### config.mk
export PLATFORM = sky130hd
export DESIGN_NAME = ctre_front
export DESIGN_NICKNAME = d
export VERILOG_FILES = /design/src/rtl/core/ctre_pkg.sv /design/src/rtl/core/ctre_front.sv
export SDC_FILE = /design/constraint.sdc
export NUM_CORES = 1
export LEC_CHECK = 0
export BUFFER_PORTS_ARGS = -buffer_cell sky130_fd_sc_hd__buf_2
export CORE_UTILIZATION = 35
export DETAILED_ROUTE_END_ITERATION = 7
export PLACE_DENSITY = 0.69
export SETUP_SLACK_MARGIN = 0.2
export SLEW_MARGIN = 20
export SYNTH_ARGS = -nofsm -noshare
export SYNTH_HDL_FRONTEND = slang
export SYNTH_SLANG_ARGS = --single-unit
### constraint.sdc
create_clock -name vclk -period 7.2
set_input_delay 1.8 -clock vclk [all_inputs]
set_output_delay 1.8 -clock vclk [all_outputs]
set_load 0.05 [all_outputs]
### src/rtl/core/ctre_pkg.sv
// Shared types and constants for the cyclic tour reversal engine.
package ctre_pkg;

    localparam int MAX_NODES = 64;
    localparam int NODE_W    = 7;
    localparam int IDX_W     = $clog2(MAX_NODES);
    localparam int POS_W     = 6;
    localparam int IN_W      = 40;
    localparam int OUT_W     = 40;

    // Opcode values of the input word.
    localparam logic [3:0] OP_INIT   = 4'd0;
    localparam logic [3:0] OP_EDGE   = 4'd1;
    localparam logic [3:0] OP_REV    = 4'd2;
    localparam logic [3:0] OP_SWITCH = 4'd3;
    localparam logic [3:0] OP_LADDER = 4'd4;
    localparam logic [3:0] OP_COUNT  = 4'd5;
    localparam logic [3:0] OP_QUERY  = 4'd6;
    localparam logic [3:0] OP_CLEAR  = 4'd7;
    localparam logic [3:0] OP_MARK   = 4'd8;
    localparam logic [3:0] OP_TEST   = 4'd9;

    // Command kinds after decode and operand checking.
    typedef enum logic [3:0] {
        K_INIT, K_EDGE, K_REV, K_SWITCH, K_LADDER, K_COUNT,
        K_QUERY, K_CLEAR, K_MARK, K_TEST, K_BAD, K_NOP
    } cmd_kind_t;

    typedef struct packed {
        cmd_kind_t           kind;
        logic [NODE_W-1:0]   node_a;
        logic [NODE_W-1:0]   node_b;
        logic [NODE_W-1:0]   node_c;
        logic [NODE_W-1:0]   node_d;
        logic                edge_bit;
    } cmd_t;

    // Result word, first field in the highest bits.
    typedef struct packed {
        logic                bad_node;
        logic                gap_marked;
        logic [POS_W-1:0]    position;
        logic [NODE_W-1:0]   prev_node;
        logic [NODE_W-1:0]   succ_node;
        logic [NODE_W-1:0]   gap_total;
        logic [NODE_W-1:0]   ladder_hit;
    } res_t;

    typedef enum logic [4:0] {
        S_IDLE, S_REV_P, S_REV_L, S_REV_R, S_REV_W,
        S_LAD_P, S_LAD_Q, S_LAD_T, S_LAD_A,
        S_CNT_T, S_CNT_A, S_CNT_C,
        S_QRY_P, S_QRY_T, S_QRY_D,
        S_ADJ_R, S_ADJ_W,
        S_GAP_R1, S_GAP_W1, S_GAP_R2, S_GAP_W2,
        S_TST_R, S_TST_D
    } st_t;

endpackage

### src/rtl/core/ctre_front.sv
// Front end: unpacks an input word, checks operands and classifies the command.
module ctre_front (
    input  logic [ctre_pkg::IN_W-1:0]   s_tdata,
    input  logic [ctre_pkg::NODE_W-1:0] eff_n,
    output ctre_pkg::cmd_t              cmd
);
    import ctre_pkg::*;

    logic [3:0]        opcode;
    logic [NODE_W-1:0] na, nb, nc, nd;
    logic              ok_a, ok_b, ok_c, ok_d;

    // Field unpacking, opcode in the lowest bits.
    assign opcode = s_tdata[3:0];
    assign na     = s_tdata[10:4];
    assign nb     = s_tdata[17:11];
    assign nc     = s_tdata[24:18];
    assign nd     = s_tdata[31:25];

    // A node operand is valid when it lies in 1..n.
    assign ok_a = (na != '0) && (na <= eff_n);
    assign ok_b = (nb != '0) && (nb <= eff_n);
    assign ok_c = (nc != '0) && (nc <= eff_n);
    assign ok_d = (nd != '0) && (nd <= eff_n);

    // Command classification.
    always_comb
    begin
        cmd.node_a   = na;
        cmd.node_b   = nb;
        cmd.node_c   = nc;
        cmd.node_d   = nd;
        cmd.edge_bit = s_tdata[32];
        case (opcode)
            OP_INIT:   cmd.kind = K_INIT;
            OP_EDGE:   cmd.kind = (ok_a && ok_b) ? K_EDGE : K_BAD;
            OP_REV:    cmd.kind = (ok_a && ok_b) ? K_REV : K_BAD;
            OP_SWITCH: cmd.kind = (ok_a && ok_b && ok_c && ok_d) ? K_SWITCH : K_BAD;
            OP_LADDER: cmd.kind = (ok_a && ok_b && ok_c) ? K_LADDER : K_BAD;
            OP_COUNT:  cmd.kind = K_COUNT;
            OP_QUERY:  cmd.kind = ok_a ? K_QUERY : K_BAD;
            OP_CLEAR:  cmd.kind = K_CLEAR;
            OP_MARK:   cmd.kind = (ok_a && ok_b) ? K_MARK : K_BAD;
            OP_TEST:   cmd.kind = (ok_a && ok_b) ? K_TEST : K_BAD;
            default:   cmd.kind = K_NOP;
        endcase
    end

endmodule

# Yosys cells after proc, flatten, opt, wreduce, memory -nomap -nowiden
# Cells that the tools add are included.
dict set report classes {
  addsub 0
  mul 0
  div_mod_pow 0
  n_lt_le_gt_ge 4
  eq_ne 9
  n_shift 0
  muxes 8
  bitwise_logic 0
  n_reduce_logical 12
}
# cell count
set op_table {}
lappend op_table {{one-hot mux 4 bit (10 select lines)} 1}
lappend op_table {{less-or-equal comparator 7 bit} 4}
lappend op_table {{nonzero test 7 bit} 4}
lappend op_table {{two-way mux 4 bit} 5}
lappend op_table {{== test 4 x 3 -> 1 bit (second input constant)} 4}
lappend op_table {{== test 4 x 2 -> 1 bit (second input constant)} 2}
lappend op_table {{== test 4 bit (second input constant)} 2}
lappend op_table {{logical AND 1 bit} 7}
lappend op_table {{== test 4 x 1 -> 1 bit (second input constant)} 1}
lappend op_table {{zero test 4 bit} 1}
lappend op_table {{two-way mux 2 bit} 2}
dict set report totals {
  register_bits 0
  latchBits 0
  mem_bits_rw 0
  rom_bits 0
  input_bits 47
  out_inout_bits 33
  word_cells 33
  memories 0
}

# Depth between registers and ports, before layout
dict set report logic_depth {
  depth_word 7
  ltp_mapped 8
  mapped_depth_nobuf 8
}

# Worst setup path after synthesis
# OpenSTA, ideal clock, no wires.
dict set report synth_timing {
  kind {input to output}
  from {input eff_n[4] (netlist bit)}
  to {output cmd[29] (netlist bit)}
  t_arrival_ns 3.651
  t_required_ns 5.400
  path_slack_ns 1.749
  stages 7
  n_path_buf 0
  cell_sequence {inv_1 > ha_1 > a211oi_1 > o21bai_1 > o22a_1 > nand4b_1 > o221ai_1}
}
# item line
set synth_lines {}
lappend synth_lines {{start, declared} ctre_front.sv:4} ;# input logic [ctre_pkg::NODE_W-1:0] eff_n,
lappend synth_lines {{end, declared} ctre_front.sv:5} ;# output ctre_pkg::cmd_t cmd

==> results.cfg <==
[die]
die_y_um = 58.2
die_width_um = 58.2
core_um2 = 3030
num_rows = 20
start_util_pct = 36.5
io_pins = 80
die_area_um2 = 3390

[critical_path]
crit_arrival_ns = 3.76
required_ns = 5.40
start_kind = input pin
end_kind = primary output
path_buf_inv = 3
critical_path.endpoint = cmd[31]
crit_family = compound AO/OA/AOI/OAI gates
crit_cells = 10
crit_fanout = 4
slowest_delay_ns = 0.30
path_class = input pin to primary output
critPathSlowestCell = o22ai_1
worstPathCellList = buf_2, inv_1, ha_1, a21oi_1, o21ai_0, o22ai_1, nand4b_1, o21ai_0, and3b_1, buf_2
crit_path_start = eff_n[6]

[clock_tree]
ctsHoldBuffers = 0
cts_resized = 0
postCtsSetupBuffers = 0

[route]
drtIter0Drc = 17
antenna_left = 0
totalWireLength_um = 2600
wl_per_cell_um = 11.3
vias = 1152
first_pass_iters = 4
via_per_inst = 5.01
drc_errors = 0

[sta]
drv_slew = 0
min_period_over_period_pct = 77.2
tightestPinTransition_ns = 0.357
max_freq_ghz = 0.180
hold_ws_ns = 3.60
grt_setup_unrepaired = false
relSlewSlack_pct = 76.2
setup_tns_ns = 0
setup_viol = 0
fin_crit_ns = 5.56
hold_violations = 0

[global_route]
grt_pass1_wl_um = 4450
overflow = 0
antenna_found_initial = 0
first_global_vias = 1034
grt_max_degree = 12
grt_use_total_pct = 16.1

[power]
vdd_ir_drop_max_v = 0.0000290
total_power_uw = 111
leakagePower_uw = 0.000672
p_per_area_nw_per_um2 = 85.4

[finish]
layout_commonest_cell = buf_2
final_util_pct = 42.8
antennaDiodeCount = 0
drive_above_1_share_pct = 40.9
seq_area_um2 = 0
layout_common_cells = 71 x buf_2, 28 x ha_1, 12 x a21oi_1, 11 x inv_1, 7 x o21ai_0
nClkBuffers = 0
area_growth_pct = 17.1
seq_cells = 0
nNetsFinal = 263

[logic_synthesis]
syn_area_um2 = 1110
synthCells = 145
synth_nets = 220
synth_cell_types = 33
ys_warn_count = 0
syn_area_per_cell_um2 = 7.63
seq_area_frac_synth_pct = 0

[job]
drv_cap = 0

[placed_design]
place_hpwl_um = 2290
portBuffers = 71
gp_congestion = 0.840

[status]
status = completed

[hold_path]
worstHoldStart = s_tdata[32]
hp-class = input pin to primary output
## where the power goes
| group | leakage (uW) | total [uW] | internal, uW | switching, uW |
|---|---|---|---|---|
| clock | 0 | 0 | 0 | 0 |
| combinational | 0.000672 | 111 | 36.0 | 74.6 |
| sequential | 0 | 0 | 0 | 0 |
| total | 0.000672 | 111 | 36.0 | 74.6 |
## metal layers
layer,share of wire (%),up-vias,global-route usage [%]
met5,0,-,0
met4,0,0,0
met3,4.1,0,0
met2,49,44,30.2
met1,47,512,22.0
li1,-,596,-
## worst min path at each step
| stage | endpoint | slack (ns) | cells past startpoint |
|---|---|---|---|
| after global routing | cmd[0] | 3.60 | 0 |
| after detailed placement | cmd[0] | 3.60 | 0 |
| after global placement | cmd[0] | 3.60 | 0 |
| after floorplan | cmd[0] | 3.77 | 1 |
| after CTS | cmd[0] | 3.60 | 0 |
| final | cmd[0] | 3.60 | 0 |
## Yosys cell counts (all sizes together)
cell / instances / share of area, %
buf: 29 / 20
ha: 28 / 32
a21oi: 12 / 5.4
inv: 11 / 3.7
o21ai: 7 / 3.2
nand2: 6 / 2.0
nor2: 6 / 2.0
nand3: 4 / 1.8
nand3b: 4 / 2.7
nand4: 4 / 2.3
nor4: 4 / 5.0
a211oi: 3 / 2.0
nor3: 3 / 1.4
or4: 3 / 2.7
a31oi: 2 / 1.1
and3b: 2 / 1.9
o211ai: 2 / 1.4
o21bai: 2 / 1.4
o22ai: 2 / 1.1
a211o: 1 / 0.79
clkbuf: 1 / 0.34
nand2b: 1 / 0.57
nand4b: 1 / 0.79
nor2b: 1 / 0.57
nor3b: 1 / 0.68
o221ai: 1 / 0.79
o22a: 1 / 0.79
o31a: 1 / 0.79
or3: 1 / 0.57
xnor2: 1 / 0.79
## metrics by stage
stage               setup WS, ns  std cells  area, um^2
CTS                         1.64        230        1290
detailed placement          1.64        230        1290
finish                      1.64        230        1290
global route                1.34        230        1290
global placement            1.67        230        1290
floorplan                   1.75        145        1110
## cell type report
class / instances / area, um^2
timing repair buffer: 71 / 355
fill: 331 / 1730
tap: 44 / 55.1
multi-input combinational: 104 / 843
inverter: 11 / 41.3
## cells by family after synthesis
kind of cell	Yosys count	synth area share, %
simple gates	41	25.0
buf+inv	41	23.8
fa+ha+maj	28	31.7
compound gates	34	18.8
xor+xnor	1	0.792
Power figures use the tool's default switching activity.
