--- src/rtl/core/ctre_pkg.sv ---
// Shared types and constants for the cyclic tour reversal engine.
package ctre_pkg;

    localparam int MAX_NODES = 64;
    localparam int NODE_W    = 7;
    localparam int IDX_W     = $clog2(MAX_NODES);
    localparam int POS_W     = 6;
    localparam int IN_W      = 40;
    localparam int OUT_W     = 40;

    // Opcode values of the input word.
    localparam logic [3:0] OP_INIT   = 4'd0;
    localparam logic [3:0] OP_EDGE   = 4'd1;
    localparam logic [3:0] OP_REV    = 4'd2;
    localparam logic [3:0] OP_SWITCH = 4'd3;
    localparam logic [3:0] OP_LADDER = 4'd4;
    localparam logic [3:0] OP_COUNT  = 4'd5;
    localparam logic [3:0] OP_QUERY  = 4'd6;
    localparam logic [3:0] OP_CLEAR  = 4'd7;
    localparam logic [3:0] OP_MARK   = 4'd8;
    localparam logic [3:0] OP_TEST   = 4'd9;

    // Command kinds after decode and operand checking.
    typedef enum logic [3:0] {
        K_INIT, K_EDGE, K_REV, K_SWITCH, K_LADDER, K_COUNT,
        K_QUERY, K_CLEAR, K_MARK, K_TEST, K_BAD, K_NOP
    } cmd_kind_t;

    typedef struct packed {
        cmd_kind_t           kind;
        logic [NODE_W-1:0]   node_a;
        logic [NODE_W-1:0]   node_b;
        logic [NODE_W-1:0]   node_c;
        logic [NODE_W-1:0]   node_d;
        logic                edge_bit;
    } cmd_t;

    // Result word, first field in the highest bits.
    typedef struct packed {
        logic                bad_node;
        logic                gap_marked;
        logic [POS_W-1:0]    position;
        logic [NODE_W-1:0]   prev_node;
        logic [NODE_W-1:0]   succ_node;
        logic [NODE_W-1:0]   gap_total;
        logic [NODE_W-1:0]   ladder_hit;
    } res_t;

    typedef enum logic [4:0] {
        S_IDLE, S_REV_P, S_REV_L, S_REV_R, S_REV_W,
        S_LAD_P, S_LAD_Q, S_LAD_T, S_LAD_A,
        S_CNT_T, S_CNT_A, S_CNT_C,
        S_QRY_P, S_QRY_T, S_QRY_D,
        S_ADJ_R, S_ADJ_W,
        S_GAP_R1, S_GAP_W1, S_GAP_R2, S_GAP_W2,
        S_TST_R, S_TST_D
    } st_t;

endpackage

--- src/rtl/core/ctre_queue.sv ---
// Two-entry command queue between the front end and the execution unit.
module ctre_queue (
    input  logic           clk,
    input  logic           rst_n,
    input  logic           push,
    input  ctre_pkg::cmd_t push_data,
    output logic           full,
    input  logic           pop,
    output logic           valid,
    output ctre_pkg::cmd_t pop_data
);
    import ctre_pkg::*;

    cmd_t       mem_reg [2];
    logic       wr_ptr_reg, rd_ptr_reg;
    logic [1:0] count_reg;

    assign full     = (count_reg == 2'd2);
    assign valid    = (count_reg != 2'd0);
    assign pop_data = mem_reg[rd_ptr_reg];

    // Entry storage.
    always_ff @(posedge clk)
    begin
        if (push)
        begin
            mem_reg[wr_ptr_reg] <= push_data;
        end
    end

    // Pointers and fill count.
    always_ff @(posedge clk or negedge rst_n)
    begin
        if (!rst_n)
        begin
            wr_ptr_reg <= 1'b0;
            rd_ptr_reg <= 1'b0;
            count_reg  <= 2'd0;
        end
        else
        begin
            if (push)
            begin
                wr_ptr_reg <= ~wr_ptr_reg;
            end
            if (pop)
            begin
                rd_ptr_reg <= ~rd_ptr_reg;
            end
            if (push && !pop)
            begin
                count_reg <= count_reg + 2'd1;
            end
            else if (pop && !push)
            begin
                count_reg <= count_reg - 2'd1;
            end
        end
    end

endmodule

--- config.mk ---
export PLATFORM = sky130hd
export DESIGN_NAME = ctre_queue
export DESIGN_NICKNAME = d
export VERILOG_FILES = /design/src/rtl/core/ctre_pkg.sv /design/src/rtl/core/ctre_queue.sv
export SDC_FILE = /design/constraint.sdc
export NUM_CORES = 1
export LEC_CHECK = 0
export ABC_CLOCK_PERIOD_IN_PS = 2150
export BUFFER_PORTS_ARGS = -buffer_cell sky130_fd_sc_hd__buf_2
export CORE_MARGIN = 10
export CORE_UTILIZATION = 45
export CTS_CLUSTER_DIAMETER = 100
export DETAILED_ROUTE_END_ITERATION = 10
export GPL_ROUTABILITY_DRIVEN = 0
export HOLD_SLACK_MARGIN = 0.08
export PLACE_DENSITY = 0.83
export SLEW_MARGIN = 10
export SYNTH_ARGS = -nofsm -noshare
export SYNTH_HDL_FRONTEND = slang
export SYNTH_SLANG_ARGS = --single-unit
--- constraint.sdc ---
create_clock -name clk -period 2.15 [get_ports clk]
set_input_delay 0.43 -clock clk [delete_from_list [all_inputs] [get_ports clk]]
set_output_delay 0.43 -clock clk [all_outputs]
set_load 0.05 [all_outputs]
* After elaboration in Yosys (flattened, before gate mapping)
Memory sizes are Yosys's and may differ from the RTL's.
Index checks and enable logic that the tools add are counted.
** Storage, ports and cells
- Word-level logic and storage cells :: 19
- Memories :: 1
- Flip-flop bits (word level) :: 4
- Output and inout port bits :: 35
- RAM bits :: 66
** Operators by class
- Bitwise gates (word level) :: 2
- Multiplexer cells :: 4
- Add/sub/neg operators :: 2
- Eq/ne operators :: 1
- Reduce and logical (&&, ||, !) cells :: 6
** Memories
- mem_reg :: words 2, width 33, read ports 1, clocked after memory_dff 0, write ports 1, RTL line ctre_queue.sv:14 : cmd_t mem_reg [2];
** Operator list (number)
- 2-bit 2-to-1 mux :: 2
- 2-bit nonzero test :: 2
- 2-bit by 1-bit adder with 2-bit output, second input constant :: 1
- 2-bit == test, second input constant :: 1
- 1-bit logical AND :: 2
- 1-bit zero test :: 2
- 1-bit 2-to-1 mux :: 2
- 1-bit inverter :: 2
- 2-bit by 1-bit subtractor with 2-bit output, second input constant :: 1

* Logic depth before layout (Yosys ltp)
Gate-level depths: netlist of run 1.
- Word-level depth :: 4
- Mapped depth :: 5

* Worst setup path after synthesis of run 1
OpenSTA, ideal clock, no wires.
- Path kind :: input to register
- Start :: input port push
- End :: memory mem_reg[0][0] (netlist name) (enable)
- Required time :: 1.723 ns
- Setup time :: 0.427 ns
- Path slack :: -0.197 ns
- Cell stages on the path :: 1
- Data arrival time :: 1.920 ns
- Path through :: nor2b_1
** On the way
- Word-level cells in the longest chain between the ends :: 2
** RTL lines
- start, declared :: RTL line ctre_queue.sv:5 : input logic push,
- 1-bit 2-to-1 mux :: RTL line ctre_queue.sv:25 : if (push)
- 1-bit 2-to-1 mux (implied by the code) :: RTL line ctre_queue.sv:27 : mem_reg[wr_ptr_reg] <= push_data;
- end, declared :: RTL line ctre_queue.sv:14
Every way passes these cells.

==> results.ini, run 1 <==
[yosys]
synth_ff_type=sky130_fd_sc_hd__edfxtp_1
synth_top_cell_by_area=sky130_fd_sc_hd__edfxtp_1
synthesis.nets=157
number_of_register_bits_inferred_by_synthesis=70
post_synth_inst_count=119
netlist-cell-type-count=14
yosys.cell_count.top_type=sky130_fd_sc_hd__edfxtp_1
synth-async-reset-ratio_pct=5.714
synth-edff-count=66
cells_taking_the_most_area_after_synthesis=sky130_fd_sc_hd__edfxtp_1, sky130_fd_sc_hd__mux2_4, sky130_fd_sc_hd__dfrtp_1
syn_avg_cell_area_um2=22.88
area_fraction_of_the_dominant_cell_type_after_synthesis_pct=72.79
synth_common_cells=sky130_fd_sc_hd__edfxtp_1, sky130_fd_sc_hd__mux2_4, sky130_fd_sc_hd__dfrtp_1, sky130_fd_sc_hd__mux2_2, sky130_fd_sc_hd__xor2_1
ys_warn_count=0
mappedNetlistArea_um2=2723
yosysSeqAreaShare_pct=76.47

[setup_path]
timing.setup.critical_path_class=reg -> out
required_ps=1720
cp_max_fo=26
worst_setup_path_start_kind=flop
endpoint_kind=output port
crit_arrival_ps=1500

[detailed_routing]
detail_route.first_pass.iterations=2
drtIter0Drc=19
final_antenna_net_count=0
drt_drc_violations_left=0
via_per_inst=4.679
totalWireLength_um=4683
vias=1310
routedWlPerCell_um=16.73

[sta]
finalSetupViolations=0
final_max_slew_viol_count=0
setup_repair_after_global_routing_missed_its_margin=no
finalWorstPathRequiredPeriod_ps=1935
final_min_period_over_clock_period_pct=89.98
worst_slew_margin_rel_pct=70.19
tightest_slew_ps=447.1
hold_viol_final=0
final.setup.tns_ps=0
max_clock_freq_ghz=0.5169
finClkSkew_ps=3.676

[clocking]
numCtsBuffers=9
cts_tree=done
clock_sinks=70
buffer_depth_of_the_longest_clock_path=2
clk_pin_slew_ps=60
clockRootBuffer=sky130_fd_sc_hd__clkbuf_8
worstSkewPairLatency_ps=320
post_cts_resized=0
h_tree_lvl_count=3

[die]
chip_height_um=97.79
floorplan.initialDensity_pct=46.26
floorplan.rows=28
core-area_um2=5886
design.die.area_um2=9562
die-width_um=97.79
top_level_ports=72

[placement]
place_inst=264
postPlaceCellArea_um2=3144
placement.io_buffers=71
detailed_place_hpwl_um=3342

[final_layout]
layout-drive-gt1-share_pct=59.02
synthToLayoutAreaGrowth_pct=22.33
largest_reg_flops=66
total_non_filler_cell_area_in_the_finished_layout_um2=3331
design.final.nets=240
multiInputGateArea_um2=573.1
fillers=464
antenna_cells=0
area.sequential_um2=2083
layoutNonFillerInstCount=280

[outcome]
run_status=completed

[grt]
antenna_violations_before_repair=1
combined_global_route_utilization_of_all_metal_layers_pct=9.837
grt_first_pass_wirelength_um=7293
grt_remaining_overflow=0
first_global_vias=1412
grt_max_degree=34

[power]
largest_vdd_supply_drop_uv=853.3
power.density_nw_per_um2=1529
cellLeakagePower_nw=1.361

[run]
drv.max_cap_violation_count=0

[hold_path]
hold_class=in -> reg

==> what timing repair did <==
| action | CTS | global route |
|---|---|---|
| hold buffers | 1 | 0 |
| setup endpoints to repair | 9 | 0 |
| endpoints found under the hold margin | 4 | 0 |
| buffers inserted | 1 | 0 |
==> cells in the final DEF (no fill, tap or decap), drive strengths merged <==
master       instances
nor2b                2
dfrtp                4
dlygate4sd3          1
bufinv               1
ha                   1
or2                  1
clkbuf              11
edfxtp              66
buf                 75
xor2                 4
xnor2                1
clkinv               2
nor2                 1
mux2                33
and2                 1
inv                  1
==> worst max-delay path, stage by stage (launching register included) <==
cell and delay [ps]:
sky130_fd_sc_hd__dfrtp_2 390, sky130_fd_sc_hd__buf_12 220, sky130_fd_sc_hd__mux2_2 350, sky130_fd_sc_hd__buf_2 210
==> final cells by class <==
cell class	instances	share of cell area, %
clock buffers	11	3.944
inverters	1	0.1127
well taps	75	2.817
clock inverters	3	1.127
repair buffers	76	12.25
multi-input cells	44	17.21
flip-flops and latches	70	62.55
==> cell families (layout without fill, tap and decap cells) <==
kind of cell,Yosys count,after routing,synth area share (%)
flip-flops,70,70,76.47
adder cells (fa/ha/maj),1,1,0.4595
XOR/XNOR,5,5,1.608
multiplexers,33,33,17.65
buffers and inverters,5,91,2.757
AND/OR/NAND/NOR,5,5,1.057
==> metal layers <==
| layer | up-vias | track usage (%) | part of all wire [%] | wire [um] |
|---|---|---|---|---|
| met5 | - | 0 | 0 | 0 |
| met4 | 0 | 4.698 | 1.0 | 48 |
| met3 | 2 | 5.074 | 7.8 | 363 |
| met2 | 48 | 15.33 | 50 | 2333 |
| met1 | 636 | 10.94 | 41 | 1938 |
| li1 | 624 | - | - | - |
==> stage by stage <==
| stage | power, mW | utilization (%) | setup slack [ps] | hold slack, ps |
|---|---|---|---|---|
| floorplan | 3.878 | - | 415.1 | 134.4 |
| global placement | 4.184 | 53.42 | 363.6 | 248.1 |
| detailed placement | 4.221 | 53.42 | 338.8 | 243.1 |
| CTS | 5.162 | 56.59 | 182.7 | 273.3 |
| global route | 5.325 | 56.59 | 143.4 | 264.2 |
| finish | 5.094 | 56.59 | 215.5 | 294.0 |
==> report_power, final <==
group	internal (mW)	leakage [nW]	switching [mW]
logic	0.736	0.612	1.52
clock network	0.516	0.0843	0.401
registers	1.82	0.665	0.0981
total	3.07	1.36	2.02
==> path summary, 6_finish.rpt <==
path / start / to / depth (start not counted) / slack, ps
worst max-delay path: rd_ptr_reg$_DFFE_PN0P_ / pop_data[30] / 3 / 220
worst min-delay path: push_data[2] / mem_reg[1][2]$_DFFE_PP_ / 1 / 290
worst max register to register: wr_ptr_reg$_DFFE_PN0P_ / mem_reg[1][22]$_DFFE_PP_ / 2 / 830
worst min register to register: count_reg[1]$_DFFE_PN0P_ / count_reg[1]$_DFFE_PN0P_ / 1 / 490
max in group asynchronous: rst_n / rd_ptr_reg$_DFFE_PN0P_ / 2 / 1590
min in group asynchronous: rst_n / count_reg[0]$_DFFE_PN0P_ / 2 / 430
No activity file was read; power rests on OpenSTA's default activity.
==> inputs of run 2 (changes only) <==
--- a/config.mk
+++ b/config.mk
@@ -5,7 +5,7 @@
 export SDC_FILE = /design/constraint.sdc
 export NUM_CORES = 1
 export LEC_CHECK = 0
-export ABC_CLOCK_PERIOD_IN_PS = 2150
+export ABC_CLOCK_PERIOD_IN_PS = 2100
 export BUFFER_PORTS_ARGS = -buffer_cell sky130_fd_sc_hd__buf_2
 export CORE_MARGIN = 10
 export CORE_UTILIZATION = 45
@@ -13,7 +13,7 @@
 export DETAILED_ROUTE_END_ITERATION = 10
 export GPL_ROUTABILITY_DRIVEN = 0
 export HOLD_SLACK_MARGIN = 0.08
-export PLACE_DENSITY = 0.83
+export PLACE_DENSITY = 0.8
 export SLEW_MARGIN = 10
 export SYNTH_ARGS = -nofsm -noshare
 export SYNTH_HDL_FRONTEND = slang
==> constraint.sdc (replaced) <==
create_clock -name clk -period 2.1 [get_ports clk]
set_input_delay 0.42 -clock clk [delete_from_list [all_inputs] [get_ports clk]]
set_output_delay 0.42 -clock clk [all_outputs]
set_load 0.05 [all_outputs]
==> run 2 against run 1 <==
Net effect: hold slack lost 21 ps; worst setup slack worse by 42 ps; critical path type unchanged; final cell count grew 0.36%; clock-buffer cell count decreased by 1; non-clock buffer count unchanged; register-to-register slack got worse by 70 ps; die area stayed put; global-route usage is 0.85 points higher; sequential power grew 2%; critical endpoint is now pop_data[26]; clock power grew 21%; wire length increased by 5.2%; critical path depth unchanged.
==> results.ini, run 2 (synthesized netlist as in run 1, its figures left out) <==
[sta]
max_clock_freq_ghz=0.5191
post-route-worst-setup-slack_ps=173.6  ; -41.87 ps
finalWorstPathRequiredPeriod_ps=1926
worst_slew_margin_rel_pct=74.61  ; +4.4 points
hold_viol_final=0  ; unchanged
setup_repair_after_global_routing_missed_its_margin=no
finClkSkew_ps=2.970  ; -0.7054 ps
final_max_slew_viol_count=0  ; unchanged
final_min_period_over_clock_period_pct=91.73
fin_worst_hold_slack_ps=273.0  ; -20.92 ps
final.setup.tns_ps=0  ; unchanged
finalSetupViolations=0  ; unchanged
tightest_slew_ps=380.0  ; -67.10 ps

[final_layout]
layout-drive-gt1-share_pct=60.19  ; +1.2 points
synthToLayoutAreaGrowth_pct=24.54
final_cell_mix=sky130_fd_sc_hd__buf_2, sky130_fd_sc_hd__edfxtp_1, sky130_fd_sc_hd__mux2_4
leading_cell_type_in_the_layout_fill_and_taps_excluded=sky130_fd_sc_hd__buf_2
area.sequential_um2=2083  ; unchanged
multiInputGateArea_um2=574.3  ; +0.22%
layoutNonFillerInstCount=281  ; +0.36%
antenna_cells=0  ; unchanged
largest_reg_flops=66  ; unchanged
design.final.nets=240  ; unchanged
fillers=450  ; -3.0%

[setup_path]
critical_path.endpoint=pop_data[26]
endpoint_kind=output port
rr_endpoint=mem_reg[1][3]$_DFFE_PP_
worst_r2r_path_depth=2  ; unchanged
startpoint=rd_ptr_reg$_DFFE_PN0P_
timing.setup.critical_path_class=reg -> out
worst-path-buf-inv=2  ; unchanged
required_ps=1680  ; -40 ps
r2r_setup_slack_ps=760  ; -70 ps
critPathMaxStageDelay_ps=380  ; about the same
crit_path_top_delay_cell=sky130_fd_sc_hd__dfrtp_2
timing.critical_path.depth=3  ; unchanged
cp_cell_sequence=buf_12 > mux2_2 > buf_2
cp_max_fo=25  ; -3.8%
path_delay_family=buffers and inverters
worst_setup_path_start_kind=flop
crit_arrival_ps=1510  ; about the same
reg2reg_start=wr_ptr_reg$_DFFE_PN0P_

[clocking]
h_tree_lvl_count=3  ; unchanged
numCtsBuffers=9  ; unchanged
clk_pin_slew_ps=70  ; about the same
post-cts-setup-buffer-count=0  ; -1
worstSkewPairLatency_ps=330  ; about the same
cts_tree=done
clockRootBuffer=sky130_fd_sc_hd__clkbuf_8
clock_sinks=70  ; unchanged
buffer_depth_of_the_longest_clock_path=2  ; unchanged

[die]
floorplan.initialDensity_pct=46.26  ; unchanged
top_level_ports=72  ; unchanged
die-width_um=97.79  ; unchanged
chip_height_um=97.79  ; unchanged
design.die.area_um2=9562  ; unchanged
floorplan.rows=28  ; unchanged
core-area_um2=5886  ; unchanged

[grt]
grt_remaining_overflow=0  ; unchanged
first_global_vias=1482  ; +5.0%
combined_global_route_utilization_of_all_metal_layers_pct=10.69  ; +0.85 points
antenna_violations_before_repair=0  ; -1
grt_first_pass_wirelength_um=7866  ; +7.9%
grt_max_degree=26  ; -24%

[power]
comb_power_share_pct=43.4  ; -0.9 points
cellLeakagePower_nw=1.382  ; +1.5%
internal_power_mw=3.298  ; +7.3%
power_after_layout_mw=5.419  ; +6.4%
power.density_nw_per_um2=1598  ; +4.5%
largest_vdd_supply_drop_uv=868.0  ; +1.7%
power.share.sequential_pct=36.2  ; -1.5 points
power.share.switching_pct=39.14  ; -0.54 points
total_switching_power_mw=2.121  ; +4.9%
power.clock.fraction_pct=20.4  ; +2.4 points

[detailed_routing]
routedWlPerCell_um=17.53  ; +4.8%
vias=1338  ; +2.1%
totalWireLength_um=4926  ; +5.2%
drt_drc_violations_left=0  ; unchanged
via_per_inst=4.762  ; +1.8%
final_antenna_net_count=0  ; unchanged
drtIter0Drc=42  ; +23
detail_route.first_pass.iterations=4  ; +2

[placement]
preCtsSetupSlack_ps=511.7  ; +172.9 ps
placement.io_buffers=71  ; unchanged
detailed_place_hpwl_um=3569  ; +6.8%
place_inst=265  ; +0.38%

[run]
drv.max_cap_violation_count=0  ; unchanged

[outcome]
run_status=completed

[hold_path]
hold_class=in -> reg

-- run 2: metal layers --
layer	global-route usage, %	routed length (um)	share of wire [%]	vias up
met5	0	0	0	-
met4	6.376	109	2.2	0
met3	3.946	304	6.2	9
met2	18.04	2561	52	45
met1	11.17	1950	40	662
li1	-	-	-	622
-- run 2: worst min path at each step --
stage	cells past startpoint	startpoint	end
detailed placement	1	rst_n	count_reg[0]$_DFFE_PN0P_
finish	1	push_data[14]	mem_reg[1][14]$_DFFE_PP_
floorplan	0	rst_n	count_reg[0]$_DFFE_PN0P_
global placement	1	rst_n	count_reg[1]$_DFFE_PN0P_
CTS	1	push_data[6]	mem_reg[0][6]$_DFFE_PP_
global route	1	push_data[26]	mem_reg[1][26]$_DFFE_PP_
-- run 2: power by group through the flow --
stage / Sequential, mW / Clock [mW] / Combinational (mW)
2_1_floorplan: 1.96 / 0 / 2.01
3_5_place_dp: 1.99 / 0 / 2.39
5_1_grt: 1.99 / 1.20 / 2.47
4_1_cts: 1.97 / 1.14 / 2.39
6_report: 1.96 / 1.11 / 2.35
3_3_place_gp: 1.97 / 0 / 2.38
-- run 2: repair_timing --
action	CTS	global route
hold buffers	1	0
resized for setup	0	0
endpoints found under the hold margin	4	0
-- run 2: through the flow --
step | cell area (um2) | util (%)
finish | 3391 | 57.61
global route | 3391 | 57.61
CTS | 3391 | 57.61
detailed placement | 3178 | 54.00
global placement | 3178 | 54.00
floorplan | 2725 | -
-- run 2: worst reg2reg max path: stages, from the launching register on --
cell and delay, ps:
sky130_fd_sc_hd__dfrtp_1 430, sky130_fd_sc_hd__and2_2 370, sky130_fd_sc_hd__buf_12 230
-- run 2: layout make-up --
| class | count | area share (%) |
|---|---|---|
| clock inverter | 5 | 2.214 |
| clock buffer | 10 | 3.764 |
| inverter | 1 | 0.1107 |
| multi-input combinational | 44 | 16.94 |
| tap | 75 | 2.768 |
| timing repair buffer | 76 | 12.77 |
| sequential | 70 | 61.44 |
==> inputs of run 3 (changes only) <==
--- a/config.mk
+++ b/config.mk
@@ -6,14 +6,14 @@
 export NUM_CORES = 1
 export LEC_CHECK = 0
 export ABC_CLOCK_PERIOD_IN_PS = 2100
-export BUFFER_PORTS_ARGS = -buffer_cell sky130_fd_sc_hd__buf_2
 export CORE_MARGIN = 10
 export CORE_UTILIZATION = 45
 export CTS_CLUSTER_DIAMETER = 100
 export DETAILED_ROUTE_END_ITERATION = 10
+export DONT_BUFFER_PORTS = 1
 export GPL_ROUTABILITY_DRIVEN = 0
 export HOLD_SLACK_MARGIN = 0.08
-export PLACE_DENSITY = 0.8
+export PLACE_DENSITY = 0.57
 export SLEW_MARGIN = 10
 export SYNTH_ARGS = -nofsm -noshare
 export SYNTH_HDL_FRONTEND = slang
==> run 3 against run 2 <==
Net effect: clock power about the same; fmax up 0.49%; final cell count down 25%; worst setup slack better by 9.4 ps; clock-buffer cell count unchanged; first-iteration DRC count up 2.4%; combinational power down 10%; global-route usage down 0.88 points; sequential share of layout area up 6.7 points.
==> results.ini, run 3 (synthesized netlist as in run 1, its figures left out) <==
[final_layout]
largest_reg_flops=66  ; unchanged
final_cell_mix=sky130_fd_sc_hd__edfxtp_1, sky130_fd_sc_hd__mux2_4, sky130_fd_sc_hd__clkbuf_8
design.final.nets=170  ; -29%
layoutNonFillerInstCount=212  ; -25%
layout-drive-gt1-share_pct=39.42  ; -21 points
synthToLayoutAreaGrowth_pct=12.27
leading_cell_type_in_the_layout_fill_and_taps_excluded=sky130_fd_sc_hd__edfxtp_1
fillers=494  ; +9.8%
antenna_cells=0  ; unchanged

[clocking]
clockRootBuffer=sky130_fd_sc_hd__clkbuf_8
post-cts-setup-buffer-count=0  ; unchanged
clock_sinks=70  ; unchanged
h_tree_lvl_count=3  ; unchanged
post_cts_resized=0  ; unchanged
clk_pin_slew_ps=70  ; about the same
worstSkewPairLatency_ps=330  ; about the same
cts-hold-fix-buffers=1  ; unchanged
cts_tree=done
numCtsBuffers=9  ; unchanged
buffer_depth_of_the_longest_clock_path=2  ; unchanged

[detailed_routing]
totalWireLength_um=4591  ; -6.8%
routedWlPerCell_um=21.66  ; +24%
drt_drc_violations_left=0  ; unchanged
detail_route.first_pass.iterations=4  ; unchanged
drtIter0Drc=43  ; +2.4%
via_per_inst=4.981  ; +4.6%
vias=1056  ; -21%
final_antenna_net_count=0  ; unchanged

[die]
chip_height_um=97.79  ; unchanged
floorplan.initialDensity_pct=46.26  ; unchanged
floorplan.rows=28  ; unchanged
design.die.area_um2=9562  ; unchanged
top_level_ports=72  ; unchanged
die-width_um=97.79  ; unchanged
core-area_um2=5886  ; unchanged

[sta]
max_clock_freq_ghz=0.5216  ; +0.49%
post-route-worst-setup-slack_ps=183.0  ; +9.409 ps
finClkSkew_ps=5.071  ; +2.101 ps
final.setup.tns_ps=0  ; unchanged
final_max_slew_viol_count=0  ; unchanged
finalWorstPathRequiredPeriod_ps=1917  ; -9.409 ps
tightest_slew_ps=343.6  ; -36.42 ps
worst_slew_margin_rel_pct=77.04  ; +2.4 points
hold_viol_final=0  ; unchanged
final_min_period_over_clock_period_pct=91.29  ; -0.45 points
setup_repair_after_global_routing_missed_its_margin=no
finalSetupViolations=0  ; unchanged

[grt]
first_global_vias=1212  ; -18%
combined_global_route_utilization_of_all_metal_layers_pct=9.805  ; -0.88 points
grt_remaining_overflow=0  ; unchanged
grt_first_pass_wirelength_um=6941  ; -12%
grt_max_degree=25  ; -3.8%
antenna_violations_before_repair=0  ; unchanged

[power]
power.density_nw_per_um2=1702  ; +6.5%
power_after_layout_mw=5.201  ; -4.0%
cellLeakagePower_nw=1.118  ; -19%
largest_vdd_supply_drop_uv=920.5  ; +6.0%

[placement]
detailed_place_hpwl_um=3351  ; -6.1%
placement.io_buffers=0  ; -100%
place_inst=195  ; -26%
preCtsSetupSlack_ps=522.5  ; +10.76 ps

[setup_path]
critPathMaxStageDelay_ps=540  ; +160 ps
endpoint_kind=output port
path_delay_family=flip-flops
timing.setup.critical_path_class=reg -> out
cp_cell_sequence=buf_12 > mux2_4
worst-path-buf-inv=1  ; -1
required_ps=1680  ; about the same
crit_path_top_delay_cell=sky130_fd_sc_hd__dfrtp_2
crit_arrival_ps=1500  ; about the same
worst_setup_path_start_kind=flop
cp_max_fo=15  ; -40%

[outcome]
run_status=completed

[run]
drv.max_cap_violation_count=0  ; unchanged

[hold_path]
hold_class=in -> reg

## run 3: power breakdown
group,switching [mW],leakage (nW),internal (mW)
sequential,0.137,0.665,1.86
combinational,1.46,0.350,0.653
clock,0.435,0.103,0.655
total,2.03,1.12,3.17
## run 3: stage by stage
step	instance area, um2	util (%)	hold WS [ps]
2_1_floorplan	2725	-	124.4
3_3_place_gp	2843	48.30	124.6
3_5_place_dp	2843	48.30	124.6
4_1_cts	3057	51.93	151.7
5_1_grt	3057	51.93	147.0
6_report	3057	51.93	167.2
## run 3: worst reg2reg max path, delay by kind of cell (launching register included)
family	cells	cell delay [ps]
flops	1	420
simple gates	1	360
buf+inv	1	220
## run 3: cell type report
| cell class | instances | area [um2] | area share, % |
|---|---|---|---|
| clock buffer | 10 | 127.6 | 4.175 |
| clock inverter | 6 | 76.32 | 2.497 |
| inverter | 1 | 3.754 | 0.1228 |
| multi-input combinational | 44 | 574.3 | 18.79 |
| sequential | 70 | 2083 | 68.15 |
| tap | 75 | 93.84 | 3.070 |
| timing repair buffer | 6 | 97.59 | 3.193 |
## run 3: per-layer routing
metal  wire (um)  track usage, %
met5           0               0
met4          29           4.698
met3         562           6.977
met2        2544           17.02
met1        1454           8.243
## run 3: path summary, 6_finish.rpt
check                                    startpoint                  endpoint  slack [ps]  depth (start not counted)
max                          rd_ptr_reg$_DFFE_PN0P_               pop_data[0]         180                          2
min                                             pop    rd_ptr_reg$_DFFE_PN0P_         170                          1
max reg2reg                  wr_ptr_reg$_DFFE_PN0P_   mem_reg[1][9]$_DFFE_PP_         790                          2
min reg2reg                count_reg[1]$_DFFE_PN0P_  count_reg[1]$_DFFE_PN0P_         490                          1
max in group asynchronous                     rst_n    rd_ptr_reg$_DFFE_PN0P_        1570                          1
min in group asynchronous                     rst_n  count_reg[1]$_DFFE_PN0P_         350                          1
